==> config.mk <==
export PLATFORM = sky130hd
export DESIGN_NAME = mde_ram
export DESIGN_NICKNAME = d
export VERILOG_FILES = /design/src/rtl/mde_ram.sv
export SDC_FILE = /design/constraint.sdc
export NUM_CORES = 1
export LEC_CHECK = 0
export ABC_AREA = 1
export BUFFER_PORTS_ARGS = -buffer_cell sky130_fd_sc_hd__buf_2
export CORE_MARGIN = 2
export CORE_UTILIZATION = 35
export CTS_BUF_LIST = sky130_fd_sc_hd__clkbuf_4 sky130_fd_sc_hd__clkbuf_8
export DETAILED_ROUTE_END_ITERATION = 10
export GPL_TIMING_DRIVEN = 0
export SYNTH_ARGS = -nofsm -noshare
export SYNTH_HDL_FRONTEND = slang
export SYNTH_SLANG_ARGS = --single-unit
==> constraint.sdc <==
create_clock -name clock -period 2.7 [get_ports clock]
set_input_delay 0.405 -clock clock [delete_from_list [all_inputs] [get_ports clock]]
set_output_delay 0.405 -clock clock [all_outputs]
set_load 0.02 [all_outputs]
==> src/rtl/mde_ram.sv <==
module mde_ram #(
   parameter int WIDTH = 8,
   parameter int DEPTH = 16
) (
   input  logic                     clock,
   input  logic                     wr_en,
   input  logic [$clog2(DEPTH)-1:0] wr_addr,
   input  logic [WIDTH-1:0]         wr_data,
   input  logic [$clog2(DEPTH)-1:0] rd_addr,
   output logic [WIDTH-1:0]         rd_data
);
   logic [WIDTH-1:0] mem_ff [DEPTH];
   logic [WIDTH-1:0] rd_ff;

   always_ff @(posedge clock) begin
      if (wr_en) begin
         mem_ff[wr_addr] <= wr_data;
      end
      rd_ff <= mem_ff[rd_addr];
   end

   assign rd_data = rd_ff;
endmodule

After elaboration in Yosys (flattened, before gate mapping). Memories as Yosys holds them, arrays and structs flattened. A register that Yosys moved wholly into a read port is not among the register bits. Cells that the tools add are included.

Flip-flop bits (word level): 0. Bits in writable memories: 128. Bits of input ports: 18. Memories: 1.

Mux-type cells: 2.

Memories: mem_ff (words 16, bits a word 8, read ports 1, clocked after Yosys merged registers in 1, write ports 1, line 12) `logic [WIDTH-1:0] mem_ff [DEPTH];`.

Operators with widths (number): $mux W1 (2).

Logic depth before layout (Yosys ltp).
Word-level depth: 2. Depth in mapped cells: 8. Depth with buffers taken out: 7.

Worst setup path before layout. OpenSTA, ideal clock, no wires.

Path kind: input to register. Start point: in wr_addr[2]. End point: mem mem_ff[10][0], enable pin. Library setup time: 370 ps. Arrival: 986 ps. Data required time: 2330 ps. Slack: 1344 ps. Stages: 2. Buffers on the path: 0. Path through: nand3b_1 > nor2_1.

RTL lines: from (decl) (line 7) `input logic [$clog2(DEPTH)-1:0] wr_addr,`; to (decl) (line 12).

No word-level cell before the write port.

Final worst setup path.
Start point: in wr_addr[3]. End point: mem mem_ff[6][3], enable pin.

No word-level cell before the write port.

==> impl_summary.log <==
[metrics] result of the run: finished clean
[metrics] clock tree from TritonCTS: built
[metrics] final weighted congestion of routability-driven global placement: 0.831
[metrics] horizontal die dimension: between 100 and 150 microns
[metrics] Critical R2R Capture: rd_data[4]$_DFF_P_
[metrics] initial antenna violation count: 0
[metrics] number of different library cells in the post-synthesis netlist: 12
[metrics] register-to-register setup slack: 1.62 ns
[metrics] Core Box Area: 16000 sq um
[metrics] final setup slack of the worst path: 1.21 ns
[metrics] std cell rows: 46
[metrics] proportion of layout cells with a drive suffix above 1: approximately an eighth
[metrics] #FFs+latches synth: 136
[metrics] net load switching power: between 1 and 1.5 mW
[metrics] Switching Fraction: 22.6%
[metrics] largest net degree at the start of global routing: 17
[metrics] CP max FO: 8
[metrics] share of synthesized area occupied by flip-flops and latches: 69.4%
[metrics] Mapped Cells: 551
[metrics] LEAKAGE: 2.81 nW
[metrics] CTS hold repair buffers: 0
[metrics] number of diodes: 0
[metrics] number of warnings printed during yosys synthesis: 0
[metrics] GRT Total Usage: 16.4%
[metrics] wire length per cell: ~17 microns
[metrics] sum of overflow across all layers after global routing: 0
[metrics] commonest cells after routing, fill and taps aside: nand2_1, edfxtp_1, inv_1
[metrics] critical register-to-register path startpoint: mem_ff[0][4]$_DFFE_PP_
[metrics] H-tree Lvls: 4
[metrics] slew margin rel.: approximately a third
[metrics] area of the die: 17500 sq um
[metrics] worst hold margin: 0.369 ns
[metrics] largest area contributor in the netlist: edfxtp_1
[metrics] average cell area after synthesis: 10.5 sq um
[metrics] Num CTS Buffers: 17
[metrics] hold violation count in the final report: 0
[metrics] cell count of the worst hold path: 1
[metrics] fin util: 41.1%
[metrics] Final Cycle Share: 55.3%
[metrics] number of DRC markers in iteration 0: 446
[metrics] portion of synthesized cell area occupied by the leading cell type: 66.7%
[metrics] arithmetic-cell share of the synthesized area counting full adders, half adders and majority gates: 0%
[metrics] signal arrival time at the worst endpoint: 1.55 ns
[metrics] vertical die dimension: 132 microns
[metrics] Worst Hold Endpoint: mem_ff[4][2]$_DFFE_PP_
[metrics] synthesized-area fraction occupied by xor and xnor cells: 0%
[metrics] Worst IR Drop VDD: around 0.36 mV
[metrics] number of design rule violations left after detail routing: 0
[metrics] combinational fraction of design power: 7.1%
[metrics] Worst Tran Pin Value: 1.03 ns
[metrics] top achievable clock speed: 670 MHz
[metrics] most common cell after layout, fill and taps aside: nand2_1
[metrics] growth of design area from synthesis to finish: 13.9%
[metrics] combined area of all synthesized cells: a little under 6000 sq um
[metrics] count of nets after finishing: 610
[metrics] Total Wirelength: 13.8 mm
[metrics] Max clock buf depth: 2
[metrics] quantity of gates resized following cts: 0
[metrics] Pre-Repair DR Iteration Count: 5
[metrics] initial core utilization: 36.0%
[metrics] HP Start: wr_data[2]
[metrics] vias after detailed routing: 3735
[metrics] cell count after placement: around 790
[metrics] sequential cell fraction of total power: between 50% and 60%
[metrics] vias per std cell: 4.55
[metrics] clock share of power: between 30% and 40%
[metrics] sum of net half-perimeters after detailed placement: between 9 and 10 mm
[metrics] unrepaired setup endpoints after global routing: false
[metrics] total negative setup slack: 0 ns
[metrics] share of the synthesized area in compound gates (AO/OA/AOI/OAI): 0%
[metrics] Clock Skews: 0.0167 ns
[metrics] setup repair bufs after CTS: 0
[metrics] buffers added on ports: 22
[metrics] Pwr Density: 679 nW/um^2
[metrics] Final Critical Period: 1.49 ns
[metrics] Post-Synth Simple-Gate Area: 21.0%
[metrics] Min-Delay Path Class: in -> reg
[metrics] total of fill cells in the finished design: 1568
[metrics] main combinational cell family by area after synthesis: simple AND/OR/NAND/NOR gates
[metrics] CP Launch Type: input port
[metrics] sort of element at the end of the critical path: flop
[metrics] length in cells of the worst reg-to-reg path: 6
[metrics] insertion delay of the later-clocked pin in the worst-skew pair: approximately 0.45 ns
[metrics] clock edge transition at the registers on the reported setup and hold paths: 0.07 ns
[metrics] mux contribution to synthesized area: 0%
[metrics] Synth area leaders: edfxtp_1, nand2_1, nand3_1
[metrics] total nets after synthesis: 569
[metrics] number of global-route vias before repair: between 3000 and 4000
[metrics] number of sinks driven by the clock tree: 136
[metrics] endpoints failing setup: 0
[metrics] Top Ports: 26
[metrics] count of pins over their slew limit: 0
[metrics] Final Instance Count excl. Fillers: just over 800
[metrics] MaxCap Viol Count: 0
[metrics] cell internal power dissipation: about 3.5 mW
[metrics] wire length of the first global-routing pass: 21.2 mm
[metrics] Data required, critical path: 2.76 ns
[metrics] Placement Setup Slack: roughly 0.8 ns
[metrics] Antenna Nets Post-Route: 0
[metrics] path type of the worst setup path: in -> reg
[metrics] CTS root buf: clkbuf_8
[power groups by stage]
stage	Combinational, mW	Clock, mW	Sequential (mW)
floorplan	0.167	0	2.43
global placement	0.312	0	2.42
detailed placement	0.317	0	2.42
CTS	0.318	1.78	2.37
global route	0.349	1.87	2.37
finish	0.318	1.77	2.37
[kinds of logic (layout without fill, tap and decap cells)]
| family | Yosys count | after routing |
|---|---|---|
| DFF | 136 | 136 |
| buffers and inverters | 126 | 180 |
| and+or+nand+nor | 289 | 289 |
[flip-flops by register name, indices dropped and copies added (netlist names)]
signal,cells
rd_data,8
mem_ff,128
[per-layer routing]
| metal | global-route usage (%) | share of wire (%) | routed length, microns |
|---|---|---|---|
| met3 | 3.73 | 6.1 | 845 |
| met4 | 8.00 | 2.9 | 401 |
| met5 | 0 | 0 | 0 |
| met2 | 26.4 | 47 | 6510 |
| met1 | 21.0 | 44 | 6010 |
[metrics by stage]
step                area, sq um  power [mW]
finish                     6570        4.46
global route               6570        4.59
CTS                        6570        4.47
detailed placement         6150        2.73
global placement           6150        2.73
floorplan                  5770        2.60
[layout make-up]
type	instances	area, sq um	share of cell area [%]
inverters	102	383	5.83
flip-flops and latches	136	4000	60.9
clock inverters	14	181	2.76
clock buffers	18	241	3.68
plain buffers	24	166	2.53
well taps	216	270	4.11
multi-input cells	289	1210	18.5
repair buffers	22	110	1.68
[critical path, cell delays in order]
cell and delay (ns):
buf_2 0.12, nand3b_1 0.22, nor2_1 0.81
[cell usage after synthesis]
cell type	count
nand2_1	173
edfxtp_1	128
inv_1	100
nand3_1	97
nor2_1	17
buf_2	13
dfxtp_1	8
buf_6	6
buf_4	4
inv_2	2
nand3b_1	2
buf_1	1
[how the worst max path moves through the flow]
| stage | slack (ns) | cells past startpoint | end | from |
|---|---|---|---|---|
| 2_1_floorplan | 1.34 | 2 | mem_ff[10][0]$_DFFE_PP_ | wr_addr[2] |
| 3_3_place_gp | 0.82 | 3 | mem_ff[4][6]$_DFFE_PP_ | wr_addr[3] |
| 3_5_place_dp | 0.78 | 3 | mem_ff[5][7]$_DFFE_PP_ | wr_addr[3] |
| 4_1_cts | 1.25 | 3 | mem_ff[6][3]$_DFFE_PP_ | wr_addr[3] |
| 5_1_grt | 1.17 | 3 | mem_ff[6][3]$_DFFE_PP_ | wr_addr[3] |
| 6_report | 1.21 | 3 | mem_ff[6][3]$_DFFE_PP_ | wr_addr[3] |
Note: power is estimated with default switching activity, not from simulation.
