## src/rtl/mde_pkg.sv

```systemverilog
package mde_pkg;
   localparam int MAX_CAT    = 16;
   localparam int COUNT_BITS = 20;
   localparam int CAT_W      = $clog2(MAX_CAT);
   localparam int CELLS      = MAX_CAT * MAX_CAT;
   localparam int CELL_W     = $clog2(CELLS);
   localparam int PROD_W     = 2 * COUNT_BITS;
   localparam int QUO_W      = 33;               // Q32 value up to 1.0
   localparam int MUL_W      = (COUNT_BITS > QUO_W) ? COUNT_BITS : QUO_W;
   localparam int ALLELE_W   = 4;
   localparam int DPRIME_W   = 17;
   localparam int SAMPLE_W   = 20;
   localparam int TERM_SHIFT = 48;
   localparam logic [COUNT_BITS-1:0] CNT_MAX = '1;
   localparam logic [DPRIME_W-1:0]   ONE_Q16 = DPRIME_W'(65536);

   typedef logic [COUNT_BITS-1:0] count_type;
   typedef logic [PROD_W-1:0]     prod_type;
   typedef logic [QUO_W-1:0]      quo_type;
endpackage

```

## src/rtl/mde_div.sv

```systemverilog
// Restoring divider: quotient of num * 2^32 / den, one bit per cycle.
// Expects num <= den.
module mde_div import mde_pkg::*; (
   input  logic     clock,
   input  logic     reset,
   input  logic     start,
   input  prod_type num,
   input  prod_type den,
   output logic     done,
   output quo_type  quo
);
   localparam int STEP_W = $clog2(QUO_W + 1);

   logic [PROD_W:0]   rem_ff, rem_in, rem_sh;
   prod_type          den_ff, den_in;
   quo_type           quo_ff, quo_in;
   logic [STEP_W-1:0] step_ff, step_in;
   logic              busy_ff, busy_in, done_ff, done_in;
   logic              ge;

   always_comb begin
      rem_sh  = (step_ff == '0) ? rem_ff : {rem_ff[PROD_W-1:0], 1'b0};
      ge      = rem_sh >= {1'b0, den_ff};
      rem_in  = rem_ff;
      den_in  = den_ff;
      quo_in  = quo_ff;
      step_in = step_ff;
      busy_in = busy_ff;
      done_in = 1'b0;
      if (start) begin
         rem_in  = {1'b0, num};
         den_in  = den;
         quo_in  = '0;
         step_in = '0;
         busy_in = 1'b1;
      end else if (busy_ff) begin
         rem_in  = ge ? rem_sh - {1'b0, den_ff} : rem_sh;
         quo_in  = {quo_ff[QUO_W-2:0], ge};
         step_in = step_ff + 1'b1;
         if (step_ff == STEP_W'(QUO_W - 1)) begin
            busy_in = 1'b0;
            done_in = 1'b1;
         end
      end
   end

   always_ff @(posedge clock) begin
      rem_ff  <= rem_in;
      den_ff  <= den_in;
      quo_ff  <= quo_in;
      step_ff <= step_in;
      if (reset) begin
         busy_ff <= 1'b0;
         done_ff <= 1'b0;
      end else begin
         busy_ff <= busy_in;
         done_ff <= done_in;
      end
   end

   assign done = done_ff;
   assign quo  = quo_ff;
endmodule

```

## config.mk

```make
export PLATFORM = sky130hd
export DESIGN_NAME = mde_div
export DESIGN_NICKNAME = d
export VERILOG_FILES = /design/src/rtl/mde_pkg.sv /design/src/rtl/mde_div.sv
export SDC_FILE = /design/constraint.sdc
export NUM_CORES = 1
export LEC_CHECK = 0
export BUFFER_PORTS_ARGS = -buffer_cell sky130_fd_sc_hd__buf_4
export CORE_MARGIN = 4
export CORE_UTILIZATION = 45
export DETAILED_ROUTE_END_ITERATION = 12
export PLACE_DENSITY = 0.7
export SYNTH_ARGS = -nofsm -noshare
export SYNTH_HDL_FRONTEND = slang
export SYNTH_SLANG_ARGS = --single-unit
```

## constraint.sdc

```tcl
create_clock -name clock -period 13.67 [get_ports clock]
set_input_delay 2.734 -clock clock [delete_from_list [all_inputs] [get_ports clock]]
set_output_delay 2.734 -clock clock [all_outputs]
set_load 0.05 [all_outputs]
```

# == Word-level counts from Yosys, hierarchy flattened ==
# Cells that the tools add are included.
# totals
ff_bits,122
in_bits,83
output_inout_bits,34
wordCells,23
# classes
n_addsub,2
magnitude_cmp,1
eq_ne,1
n_mux,8
n_bitwise,1
n_reduce_logical,3
# op_table
operator,n
2-to-1 mux 41 bit,2
2-to-1 mux 40 bit,2
>= comparator 41 x 40 -> 1 bit,1
subtractor 41 x 40 -> 41 bit,1
adder 6 x 1 -> 6 bit (second input constant),1
== test 6 bit (second input constant),1
logical NOT 6 bit,1
2-to-1 mux 1 bit,4
OR reduction 3 bit,1
nonzero test 2 bit,1
NOT 1 bit,1

# == Depth between registers and ports, before layout ==
# Gate-level depths: netlist of the first run.
# depth
depth_word,6
depth_mapped,20
ltp_nobuf,17

# == Worst setup path before layout of the first run ==
# Ideal clock, no wire load.
# synth_path
kind,register to register
start,register step_ff[0]
end,"register rem_ff[19], data pin"
setup_time_ns,0.259
t_arrival_ns,4.417
t_required_ns,13.411
setup_slack_ns,8.994
stages_incl_launch_ff,21
n_path_buf,4
synth_period_minus_slack_ns,4.676
path_cell_list,dfxtp_1 -> inv_1 -> ha_1 -> nand2b_1 -> nor4_2 -> clkbuf_1 -> clkbuf_1 -> mux2_2 -> ha_1 -> o21a_1 -> nor2_2 -> nor3_1 -> a211oi_2 -> o41ai_4 -> a31o_4 -> a21oi_4 -> and2_1 -> buf_6 -> buf_6 -> nor2_1 -> o31a_1
# synth_between
elab_chain_cells,6
elab_cells_between_ends,7
classes_between,1 x add/sub; 1 x order compare; 4 x mux; 1 x reduce/logical
# synth_lines
item,line,rtl
"start, declared",mde_div.sv:17,"logic [STEP_W-1:0] step_ff, step_in;"
"start signal, assigned",mde_div.sv:51,step_ff <= step_in;
logical NOT 6 bit *,mde_div.sv:22,"rem_sh = (step_ff == '0) ? rem_ff : {rem_ff[PROD_W-1:0], 1'b0};"
2-to-1 mux 41 bit *,mde_div.sv:22,
subtractor 41 x 40 -> 41 bit / >= comparator 41 x 40 -> 1 bit (equally long branches),"mde_div.sv:37, mde_div.sv:23",
2-to-1 mux 41 bit *,mde_div.sv:37,"rem_in = ge ? rem_sh - {1'b0, den_ff} : rem_sh;"
2-to-1 mux 40 bit *,mde_div.sv:36,end else if (busy_ff) begin
2-to-1 mux 40 bit *,mde_div.sv:30,if (start) begin
named net rem_in[19],mde_div.sv:14,"logic [PROD_W:0] rem_ff, rem_in, rem_sh;"
"end signal, assigned",mde_div.sv:48,rem_ff <= rem_in;
"end, declared",mde_div.sv:14,
# Mark *: on every way through the listed nets, which the timed path passes. The rest lies on a longest branch. The select of a mux whose other input is x is not followed.
# A chain may end at the register's enable or synchronous reset.

# == Worst setup path in the final report of the first run ==
# Same ends and word-level chain as after synthesis.

==> results of run 1 <==
stage by stage:
| stage | util | setup slack [ns] |
|---|---|---|
| final | 0.5571 | 8.185 |
| after global routing | 0.5571 | 7.870 |
| after CTS | 0.5571 | 8.230 |
| after detailed placement | 0.5222 | 8.235 |
| after global placement | 0.5222 | 8.410 |
| after floorplan | - | 8.994 |
synthesized netlist by cell type (all sizes together), types with 4 or more instances:
library cell  number  share of area
dfxtp             42           0.11
a2bb2oi            4         0.0046
and3               9         0.0074
nand4             11         0.0090
a21oi             75          0.051
xnor2             17          0.019
nor3              11         0.0072
a21o              30          0.029
o21ai             24          0.016
nand2             66          0.033
o21bai             4         0.0039
nand3             10         0.0065
mux2i             41          0.054
mux2              41          0.060
a31oi             19          0.016
nor2b              6         0.0049
clkbuf            24          0.012
edfxtp            80           0.31
nor4               4         0.0041
nand2b            10         0.0082
inv               50          0.025
buf               14          0.010
xor2              19          0.022
ha                42          0.069
nor2              82          0.041
o21a               6         0.0059
a211oi             8         0.0091
layout by cell type, fill, tap and decap left out, drive strengths merged, types with 3 or more instances in the layout:
cell type and n:
nand2 66, a31oi 19, inv 54, mux2i 41, nor3 11, nor2b 6, nor2 82, o41ai 3
a211oi 8, nor4 4, nand4 11, buf 122, mux2 41, a2bb2oi 4, clkbuf 22, a21oi 75
and3 9, and4 3, nor4b 3, nand2b 10, a21o 30, xnor2 17, edfxtp 80, nand3 10
o31ai 3, clkinv 6, or2 3, o21a 6, ha 42, xor2 19, nand3b 3, dfxtp 42
o21bai 4, o21ai 24
tightest hold or removal path, cell delays in order (launching register included):
cell	delay, ns
sky130_fd_sc_hd__dfxtp_1	0.34
sky130_fd_sc_hd__mux2i_1	0.07
sky130_fd_sc_hd__nor2_1	0.07
routing by layer:
metal | vias to the layer above | global-route usage | wire length (µm)
li1 | 3069 | - | -
met1 | 2848 | 0.2700 | 9095
met2 | 173 | 0.2885 | 8096
met3 | 18 | 0.04765 | 853
met4 | 0 | 0.05148 | 231
met5 | - | 0 | 0
power by group:
| part | internal [mW] | total (mW) | switching (mW) |
|---|---|---|---|
| clock network | 0.263 | 0.436 | 0.173 |
| registers | 0.475 | 0.505 | 0.0300 |
| logic | 0.411 | 0.969 | 0.559 |
| total | 1.15 | 1.91 | 0.762 |
logic make-up after synthesis:
family / Yosys count / share of synthesized area
multiplexers: 82 / 0.1139
adder cells (fa/ha/maj): 43 / 0.07123
AO/OA/AOI/OAI: 194 / 0.1676
buffers and inverters: 88 / 0.04656
flip-flops: 122 / 0.4235
AND/OR/NAND/NOR: 225 / 0.1361
XOR/XNOR: 36 / 0.04117
sequential cells by signal (all words and copies together), names as in the netlist:
register	cells
den_ff	40
busy_ff	1
quo	33
step_ff	6
done	1
rem_ff	41
layout make-up:
cell class                      instances  area, µm²  area share
Tap cell                              220      275.3     0.02969
Clock buffer                           22      500.5     0.05398
Multi-Input combinational cell        580       4068      0.4387
Clock inverter                         10      80.08    0.008637
Inverter                               50      187.7     0.02024
Timing Repair Buffer                  122      915.9     0.09879
Sequential cell                       122       3244      0.3499
how the worst max path moves through the flow:
stage | startpoint | end | cells past startpoint
global placement | step_ff[0] | rem_ff[19] | 18
finish | step_ff[0] | rem_ff[19] | 19
CTS | step_ff[0] | rem_ff[19] | 19
floorplan | step_ff[0] | rem_ff[19] | 20
global route | step_ff[0] | rem_ff[19] | 19
detailed placement | step_ff[0] | rem_ff[19] | 19
==> results.md, run 1 <==
- The run finished with clean final reports.
- The number of buffers inserted by post-CTS setup repair is 0.
- The final hold slack is 0.5154 ns.
- The H-tree depth reported by CTS is 4.
- Counting flops with a built-in enable in the synthesized netlist gives 80.
- The total global routing overflow is 0.
- The congestion estimate from routability-driven global placement came to 0.8891.
- The required time of the critical path is 13.84 ns.
- The tightest slew margin relative to the limit is 0.3094.
- Setup violations remaining at the end of the flow were counted as 0.
- Among cell families on the critical path, the largest total delay comes from compound AO/OA/AOI/OAI gates.
- Of the cells placed in the final design, the portion with a size suffix greater than 1 is 0.2329.
- In this run the critical register-to-register path is launched from step_ff[0].
- The signal on the critical path passes through inv_1 > ha_1 > nand2b_1 > nor4_4 > buf_4 > mux2i_1 > inv_1 > ha_1 > nor2b_1 > o21bai_1 > nand2_1 > a211oi_2 > o41ai_4 > a31o_4 > a21oi_4 > and2_1 > buf_4 > nor2_1 > o31a_1.
- For this run, the total global-route usage over all layers was measured as 0.1896.
- Relative to the synthesized area, the layout overhead comes to 21.06%.
- The placement row count is between 40 and 50.
- In this run the worst path has a maximum fanout of 43.
- The share of flip-flops with an asynchronous set or reset after synthesis is 0.
- Measured in cells, the most critical reg-to-reg path has a length of 19.
- The leading register cell type out of synthesis is sky130_fd_sc_hd__edfxtp_1.
- The worst hold path belongs to the class reg -> reg.
- The clock passes through at most 2 buffers.
- The number of endpoints with negative hold slack in the final report came to 0.
- Clock tree synthesis inserted a total of 17 buffers.
- The final standard cell count with taps included and fillers excluded is between 1000 and 1500.
- For this block, the routed nets add up to around 18000 µm of wire.
- By startpoint and endpoint, the worst setup path is classified as reg -> reg.
- The count of filler cells inserted in the layout is 1504.
- The core region is roughly 0.017 mm².
- The count of state elements after synthesis is 122.
- The remaining antenna violation count is 0.
- The area enclosed by the die boundary is 0.01917 mm².
- The buffers plus inverters on the worst setup path is 4.
- The number of nets in the synthesized netlist is ~920.
- The instance count after placement with tap cells included is 1094.
- The synthesized netlist contains 65 unique library cells.
- The count of buffers from port buffering is about 120.
- The first global-routing pass estimated between 20000 and 30000 µm of wire.
- The total power per unit cell area is ~210 mW/mm².
- The reg2reg setup slack is just over 8 ns.
- The initial antenna violation count is 0.
- The library cell used as clock root buffer is sky130_fd_sc_hd__clkbuf_16.
- The clock reaches the later pin of the worst-skew pair after 0.43 ns.
- The via count of the first global-routing pass is roughly 6000.
- Subtracting the final worst setup slack from the clock period gives between 5 and 6 ns.
- In the routed design, unresolved DRC markers number 0.
- Entering global routing, the biggest net connects 66 pins.
- For this run, the post-layout net count is 1019.
- The routed wirelength normalized by instance count is 16.23 µm.
- The number of warnings issued by yosys is 0.
- The largest incremental delay on the critical path is approximately 0.71 ns.
- Total power for the finished layout comes to 1.910 mW.
- Buffers inserted to repair hold after CTS numbered 0.
- At the pin with the least slew margin, the transition time is 1.036 ns.
- The post-route fraction of the period consumed by the critical path is 0.4013.
- The capturing point of the worst reg2reg path is rem_ff[19].
- After clock tree synthesis, the clock-pin slew on the worst setup and hold paths is 0.06 ns.
- The startpoint of the worst hold path is quo[32].
- The mean instance size in the synthesized netlist is 9.694 µm².
- The count of cells along the worst hold path is 2.
- The cell area after layout is 0.009271 mm².
- The area of the mapped netlist is 0.007659 mm².
- For this design the top-level I/O count stands at 117.
- The data arrival time of the critical path is 5.66 ns.
- The clock net in this run drives a total of 122 sinks.
- For this configuration, the core starts out at a cell density of 0.4602.
- For this run, the register share of the synthesized area comes to 0.4235.
- The area after detailed placement is approximately 0.0087 mm².
- The analysis attributes to cell leakage a power of 4.073 nW.
- The post-detailed-route via-to-cell ratio is 5.425.
- The gate count of the mapped netlist is 790.
- On the critical path, the stage with the largest delay is an instance of sky130_fd_sc_hd__and2_1.
- The maximum clock skew at final layout is 0.007997 ns.
- STA classifies the critical path endpoint as a flip-flop.
- The post-cts sizing count is 0.
- The category of the worst setup path launch point is a flip-flop.
- Detailed placement ended at an HPWL of 12880 µm.
- The count of routing violations after the opening detailed-route iteration is 533.
- IR analysis of the VDD net gives a maximum drop of approximately 0.12 mV.
- For hold timing, the worst endpoint is quo[32].
- The total inserted antenna cells is 0.
- The die is approximately 140 µm tall.
- The horizontal extent of the die is 138.5 µm.
- Across all layers, the routed design uses 6108 vias.
- The count of pins over their slew limit is 0.
- The CTS tree is done.
- Setup repair after global routing left no endpoint under its margin.
- The sum of negative setup slack is 0 ns.
- The iteration count of the initial detailed-routing pass is 7.
- Static timing analysis puts the maximum clock frequency at 0.1823 GHz.
- The max-capacitance violation count is 0.
Note: power is estimated with default switching activity, not from simulation.
==> run 2: changes to the inputs <==
--- a/config.mk
+++ b/config.mk
@@ -5,11 +5,12 @@
 export SDC_FILE = /design/constraint.sdc
 export NUM_CORES = 1
 export LEC_CHECK = 0
+export ABC_AREA = 1
 export BUFFER_PORTS_ARGS = -buffer_cell sky130_fd_sc_hd__buf_4
 export CORE_MARGIN = 4
 export CORE_UTILIZATION = 45
 export DETAILED_ROUTE_END_ITERATION = 12
-export PLACE_DENSITY = 0.7
+export PLACE_DENSITY = 0.71
 export SYNTH_ARGS = -nofsm -noshare
 export SYNTH_HDL_FRONTEND = slang
 export SYNTH_SLANG_ARGS = --single-unit
==> constraint.sdc (replaced) <==
create_clock -name clock -period 5 [get_ports clock]
set_input_delay 1 -clock clock [delete_from_list [all_inputs] [get_ports clock]]
set_output_delay 1 -clock clock [all_outputs]
set_load 0.05 [all_outputs]
==> results.md, run 2 <==
- The number of flops mapped to enable cells by yosys is 80.
- The critical-path maximum fanout is 79.
- The required time of the critical path is 5.17 ns.
- TritonCTS built the clock tree.
- The data arrival time of the critical path is roughly 4.6 ns.
- The run finished with clean final reports.
- The pin count of the biggest net entering global routing is 80.
- The analysis attributes to cell leakage a power of approximately 5.6 nW.
- The register name with the most flops is rem_ff.
- The later pin in the worst-skew pair is clocked with a latency of 0.43 ns.
- The total area inside the core boundary comes to about 0.020 mm².
- The worst setup path is of the reg -> reg kind.
- At the pin with the least slew margin, the transition time is 1.049 ns.
- 0 antenna diodes ended up in the layout.
- The total DRC errors in the routed layout is 0.
- Clock-pin slew was measured on the worst setup and hold paths at 0.07 ns.
- The count of endpoints failing setup in the final report is 0.
- Ranked by total cell area, the synthesized netlist is headed by sky130_fd_sc_hd__edfxtp_1, sky130_fd_sc_hd__nand2_1, sky130_fd_sc_hd__inv_1, sky130_fd_sc_hd__dfxtp_1, sky130_fd_sc_hd__ha_1.
- 117 I/O pins were placed.
- The number of buffers inserted by post-CTS setup repair is 0.
- The worst setup path is captured at a flip-flop.
- The number of buffers on the longest clock path is 2.
- The register with the most flip-flops in the layout has 41 of them.
- The initial antenna violation count was 0.
- When the netlist entered floorplanning its net count stood at 1514.
- The maximum clock skew at final layout is 0.01214 ns.
- The leading register cell type out of synthesis is sky130_fd_sc_hd__edfxtp_1.
- The tree built by TritonCTS fans out to 122 sinks.
- The mean instance size in the synthesized netlist is 6.577 µm².
- In the final design database the tool counted 1617 nets.
- After routing, the total negative slack on setup checks comes to 0 ns.
- The first-pass GRT wire length is around 42000 µm.
- The final standard cell count with taps included and fillers excluded is 1769.
- The tightest slew margin relative to the limit is 0.2998.
- The most common cell in the synthesized netlist is sky130_fd_sc_hd__nand2_1.
- In this run, the number of DRC markers left after iteration 0 of detailed routing was ~590.
- The count of filler cells inserted in the layout is 1963.
- Once detailed placement completed, the half-perimeter wirelength came to around 20000 µm.
- In this run, synthesis produced a sequential element count of 122.
- sky130_fd_sc_hd__edfxtp_1 takes more of the synthesized area than any other cell.
- The total global routing overflow is 0.
- The initial core utilization is 0.4630.
- The share of the Yosys chip area taken by registers is 0.3553.
- The overall routed net length is roughly 26000 µm.
- The area of the mapped netlist is 0.009129 mm².
- The number of hold buffers added after cts is 0.
- The share of synthesized area in the top cell type comes to 0.2632.
- The proportion of layout cells with a drive suffix above 1 is 0.1217.
- The maximum ir drop on the vdd rail is 0.2211 mV.
- The iteration count of the initial detailed-routing pass is 7.
- The most frequent standard cell in the layout excluding fill and tap cells is sky130_fd_sc_hd__nand2_1.
- Dividing total power by cell area gives a power density of 452.9 mW/mm².
- The area enclosed by the die boundary is about 0.023 mm².
- The routed wirelength normalized by instance count is roughly 15 µm.
- Yosys mapped the design onto 40 distinct sky130hd cell types.
- The routability congestion estimate from global placement is 0.9832.
- For this run, the number of Yosys warnings is 0.
- The post-synthesis to final-layout area growth is 17.86%.
- The instance count after placement with tap cells included is 1737.
- Counting flops with an async set or reset pin after synthesis yields a share of 0.
- The number of endpoints with negative hold slack in the final report is 0.
- The post-route fraction of the period consumed by the critical path is 0.8894.
- The achievable clock frequency is 0.2249 GHz.
- The total vias in the final route is 8678.
- The remaining antenna violation count is 0.
- Buffers placed on the I/O ports in this run total approximately 120.
- The horizontal extent of the die is 150.4 µm.
- The post-detailed-route via-to-cell ratio is 4.906.
- Sorting the synthesized cells by how often they occur yields sky130_fd_sc_hd__nand2_1, sky130_fd_sc_hd__inv_1, sky130_fd_sc_hd__nand3_1.
- Setup repair after global routing left no endpoint under its margin.
- The die height is around 150 µm.
- The H-tree was split into 4 levels.
- The placement row count is 51.
- The post-cts sizing count is 0.
- The top cell types in the final layout, fill and taps aside, are sky130_fd_sc_hd__nand2_1, sky130_fd_sc_hd__inv_1, sky130_fd_sc_hd__buf_4, sky130_fd_sc_hd__nand3_1, sky130_fd_sc_hd__nor2_1.
- The worst hold-check path type is reg -> reg.
- Counting every instance in the synthesized netlist gives 1388.
- The clock period could shrink to around 4.4 ns.
- The count of pins over their slew limit is 0.
- Max-cap violations in this run came to 0.
- The total clock buffers created by CTS is 17.
- The category of the worst setup path launch point is a flip-flop.
- The total track usage is 0.2371.
- The via count of the first global-routing pass is 8332.
- The tree is rooted in a sky130_fd_sc_hd__clkbuf_16.
## run 2: cell types whose count changed after synthesis, sizes merged, moves of 41 or more
cell	delta
mux2i	-41
inv	+244
nand2	+455
nand3	+80
mux2	-41
## run 2: worst paths after layout
check | slack, ns | from | to | cells past startpoint
max | 0.55 | step_ff[1] | rem_ff[32] | 19
min | 0.47 | rem_ff[40] | rem_ff[40] | 2
max reg2reg | 0.55 | step_ff[1] | rem_ff[32] | 19
min reg2reg | 0.47 | rem_ff[40] | rem_ff[40] | 2
## run 2: final cells by class
class | count | area, µm² | area share
Clock inverter | 14 | 142.6 | 0.01326
Inverter | 296 | 1111 | 0.1033
Sequential cell | 122 | 3243 | 0.3014
Tap cell | 265 | 331.6 | 0.03082
Timing Repair Buffer | 120 | 900.9 | 0.08373
Clock buffer | 18 | 450.4 | 0.04187
Multi-Input combinational cell | 934 | 4579 | 0.4256
## run 2: kinds of logic after synthesis
logic type	count (synthesis)	synth area share
buffers and inverters	332	0.1431
AND/OR/NAND/NOR	749	0.3483
XOR/XNOR	21	0.02015
flip-flops	122	0.3553
AO/OA/AOI/OAI	121	0.07347
adder cells (fa/ha/maj)	43	0.05976
## run 2: per-stage QoR
| step | utilization | power (mW) | setup slack, ns | area, µm² | hold WS (ns) |
|---|---|---|---|---|---|
| final | 0.5457 | 4.872 | 0.5530 | 10760 | 0.4652 |
| after global routing | 0.5457 | 5.243 | 0.1387 | 10760 | 0.4961 |
| after global placement | 0.5156 | 3.566 | 0.7239 | 10170 | 0.4431 |
| after floorplan | - | 3.059 | 1.818 | 9129 | 0.4261 |
| after detailed placement | 0.5156 | 3.583 | 0.6042 | 10170 | 0.4491 |
| after CTS | 0.5457 | 4.866 | 0.5801 | 10760 | 0.4657 |
## run 2: worst max-delay path, cell delays in order (launching register included)
cell	delay, ns
sky130_fd_sc_hd__dfxtp_1	0.32
sky130_fd_sc_hd__inv_1	0.09
sky130_fd_sc_hd__ha_1	0.27
sky130_fd_sc_hd__nand3_4	0.62
sky130_fd_sc_hd__o21ai_0	0.48
sky130_fd_sc_hd__ha_1	0.36
sky130_fd_sc_hd__nand2_1	0.15
sky130_fd_sc_hd__inv_1	0.07
sky130_fd_sc_hd__nand2_1	0.06
sky130_fd_sc_hd__nand2_1	0.08
sky130_fd_sc_hd__inv_1	0.07
sky130_fd_sc_hd__nand3_2	0.16
sky130_fd_sc_hd__nand2_1	0.14
sky130_fd_sc_hd__nand3_2	0.10
sky130_fd_sc_hd__nand2_4	0.46
sky130_fd_sc_hd__nand2_8	0.33
sky130_fd_sc_hd__nand2_1	0.16
sky130_fd_sc_hd__nand2_1	0.06
sky130_fd_sc_hd__nand2_1	0.05
sky130_fd_sc_hd__nand2_1	0.06
## run 2: where the power goes
part / total (mW) / internal (mW) / switching (mW)
Combinational: 2.31 / 0.799 / 1.52
Clock: 1.26 / 0.696 / 0.568
Sequential: 1.29 / 1.24 / 0.0575
## run 2: metal layers
metal  vias to the layer above  track usage  wire length [µm]
li1                       4497            -                 -
met4                         0      0.06450               436
met1                      3865       0.3328             12200
met5                         -            0                 0
met3                        24      0.05449              2267
met2                       292       0.3680             11350
==> run 3: changes to the inputs <==
--- a/config.mk
+++ b/config.mk
@@ -10,7 +10,7 @@
 export CORE_MARGIN = 4
 export CORE_UTILIZATION = 45
 export DETAILED_ROUTE_END_ITERATION = 12
-export PLACE_DENSITY = 0.71
+export PLACE_DENSITY = 0.69
 export SYNTH_ARGS = -nofsm -noshare
 export SYNTH_HDL_FRONTEND = slang
 export SYNTH_SLANG_ARGS = --single-unit
==> constraint.sdc (replaced) <==
create_clock -name clock -period 5.4 [get_ports clock]
set_input_delay 1.08 -clock clock [delete_from_list [all_inputs] [get_ports clock]]
set_output_delay 1.08 -clock clock [all_outputs]
set_load 0.05 [all_outputs]
==> results.md, run 3 (synthesized netlist as in run 2, its figures left out) <==
- The run finished with clean final reports.
- Wires add up to 26020 µm.
- The tightest slew margin relative to the limit is 0.3446.
- The finished layout holds roughly 1800 standard cells, fillers aside.
- In the final routed layout, each cell accounts on average for 14.71 µm.
- The post-cts sizing count is 0.
- The worst setup path category is reg -> reg.
- STA classifies the critical path endpoint as a flip-flop.
- The data arrival time of the critical path is 4.62 ns.
- The number of buffers on the longest clock path is 2.
- Of all nets on the critical path, the largest fanout is ~80.
- The most frequent standard cell in the layout excluding fill and tap cells is sky130_fd_sc_hd__nand2_1.
- For the worst-skew pair, the clock arrives at the later sink with an insertion delay of 0.44 ns.
- The pre-CTS worst setup slack is 1.023 ns.
- On the final layout, the worst clock skew is 0.01159 ns.
- The initial utilization of the core area, before any placement, comes to 0.4630.
- The congestion estimate from routability-driven global placement came to 0.9368.
- CTS placed an instance of sky130_fd_sc_hd__clkbuf_16 at the clock tree root.
- Buffers inserted during clock tree synthesis total 17.
- The horizontal extent of the die is 150.4 µm.
- The least setup slack across all paths after layout is 0.9652 ns.
- TritonCTS built the clock tree.
- The die is 150.4 µm tall.
- The sink of the worst hold path is rem_ff[40].
- The first detailed-routing pass ran for 6 iterations.
- For the pin with the worst max-slew slack, the measured transition is 0.9820 ns.
- The count of routing violations after the opening detailed-route iteration is 745.
- The routed layout has 8611 vias.
- Once placement completed, the tool counted placed cells totaling 1737.
- Summed over all nets, the half-perimeter wirelength after detailed placement is 19960 µm.
- The total track usage is 0.2378.
- The post-route fraction of the period consumed by the critical path is 0.8213.
- Setup repair after global routing left no endpoint under its margin.
- The final hold slack is ~0.46 ns.
- The register name with the most flops is rem_ff.
- The combinational share of power is 0.473.
- The die covers 0.02263 mm².
- The floorplan step defined a core boundary enclosing 0.01972 mm².
- The total power per unit cell area is roughly 420 mW/mm².
- The finished cells cover 0.01076 mm².
- Static timing analysis puts the maximum clock frequency at 0.2255 GHz.
- Using the TritonRoute via totals, the vias-per-cell ratio works out to 4.868.
- The area after detailed placement is 0.01017 mm².
- The sum of negative setup slack is 0 ns.
- The library cells used most frequently in the layout, excluding fill and tap cells, are sky130_fd_sc_hd__nand2_1, sky130_fd_sc_hd__inv_1, sky130_fd_sc_hd__buf_4, sky130_fd_sc_hd__nand3_1, sky130_fd_sc_hd__nor2_1.
- The clock period minus final worst setup slack is ~4.4 ns.
- The CTS clock-pin slew for the worst setup and hold paths is 0.07 ns.
- The startpoint identified for the worst hold timing path is rem_ff[40].
- The number of endpoints with negative hold slack in the final report came to 0.
- The internal portion of the total power is 2.527 mW.
- The required time of the critical path is 5.59 ns.
- The fraction of the core area covered by cells at the end of the flow is 0.5455.
- The first global-routing pass estimated 42120 µm of wire.
- Setup slack on the worst reg-to-reg path comes out at 0.97 ns.
- The initial antenna violation count is 0.
- The max-capacitance violation count is 0.
- Counting instances, the worst hold path has a depth of 2.
- Of the total power, registers draw 0.266.
- The total global routing overflow is 0.
- The via count of the first global-routing pass is 8436.
- The H-tree depth reported by CTS is 4.
- The total DRC errors in the routed layout is 0.
- The switching power total is 1.974 mW.
- The clock net in this run drives a total of around 120 sinks.
- The total I/O pin count is ~120.
- Relative to the synthesized area, the layout overhead comes to 17.83%.
- The number of hold buffers added after cts is 0.
- Measured in cells, the most critical reg-to-reg path has a length of 19.
- The number of antenna diodes in the final layout is 0.
- The count of pins over their slew limit is 0.
- The pin count of the biggest net entering global routing is 80.
- The flip-flop count of the largest register after layout is 41.
- The post-layout total power is 4.501 mW.
- The remaining antenna violation count is 0.
- The switching fraction of total power is 0.4386.
- After filler insertion, the fill cell instance count of the layout stands at 2011.
- The placement row count is 51.
- The count of buffers from port buffering is 116.
- The leakage power summed over all cells is between 5 and 6 nW.
- The category of the worst setup path launch point is a flip-flop.
- The worst hold-check path type is reg -> reg.
- The capturing point of the worst reg2reg path is rem_ff[30].
- The maximum ir drop on the vdd rail is 0.2350 mV.
- Buffers added to address setup during post-CTS repair amount to 0.
- The count of endpoints failing setup in the final report is 0.
- The number of nets in the layout is approximately 1600.
- Of the total power, the clock network draws 0.261.
- The worst reg2reg path startpoint is step_ff[1].
- Of the cells placed in the final design, the portion with a size suffix greater than 1 is 0.1217.
-- run 3: routing by layer --
layer | vias up | GRT usage | routed length, µm
li1 | 4493 | - | -
met1 | 3869 | 0.3312 | 12520
met2 | 217 | 0.3752 | 11410
met3 | 32 | 0.05449 | 1686
met4 | 0 | 0.05810 | 400
met5 | - | 0 | 0
-- run 3: layout make-up --
class | instances | area (µm²) | area share
multi-input combinational | 934 | 4579 | 0.4257
sequential | 122 | 3243 | 0.3015
inverter | 296 | 1111 | 0.1033
timing repair buffer | 120 | 900.9 | 0.08375
clock buffer | 18 | 450.4 | 0.04187
tap | 265 | 331.6 | 0.03082
clock inverter | 14 | 140.1 | 0.01303
-- run 3: power by group through the flow --
stage | logic [mW] | clock network [mW] | registers, mW
after floorplan | 1.63 | 0 | 1.20
after global placement | 2.09 | 0 | 1.21
after detailed placement | 2.10 | 0 | 1.22
after CTS | 2.11 | 1.20 | 1.20
after global routing | 2.42 | 1.24 | 1.21
final | 2.13 | 1.17 | 1.20
-- run 3: worst max-delay path by stage --
| stage | startpoint | end | cells past startpoint |
|---|---|---|---|
| 2_1_floorplan | start | rem_ff[0] | 4 |
| 3_3_place_gp | step_ff[0] | rem_ff[30] | 19 |
| 3_5_place_dp | step_ff[1] | rem_ff[30] | 19 |
| 4_1_cts | step_ff[1] | rem_ff[30] | 19 |
| 5_1_grt | step_ff[1] | rem_ff[30] | 19 |
| 6_report | step_ff[1] | rem_ff[30] | 19 |
-- run 3: worst max-delay path: stages (launching register included) --
cell                      delay (ns)
sky130_fd_sc_hd__dfxtp_1        0.33
sky130_fd_sc_hd__inv_1          0.08
sky130_fd_sc_hd__ha_1           0.27
sky130_fd_sc_hd__nand3_4        0.60
sky130_fd_sc_hd__o21ai_0        0.49
sky130_fd_sc_hd__ha_1           0.35
sky130_fd_sc_hd__nand2_1        0.13
sky130_fd_sc_hd__inv_1          0.06
sky130_fd_sc_hd__nand2_1        0.06
sky130_fd_sc_hd__nand2_1        0.08
sky130_fd_sc_hd__inv_1          0.08
sky130_fd_sc_hd__nand3_2        0.15
sky130_fd_sc_hd__nand2_1        0.13
sky130_fd_sc_hd__nand3_2        0.11
sky130_fd_sc_hd__nand2_4        0.47
sky130_fd_sc_hd__nand2_8        0.34
sky130_fd_sc_hd__nand2_1        0.16
sky130_fd_sc_hd__nand2_1        0.09
sky130_fd_sc_hd__nand2_1        0.08
sky130_fd_sc_hd__nand2_1        0.05
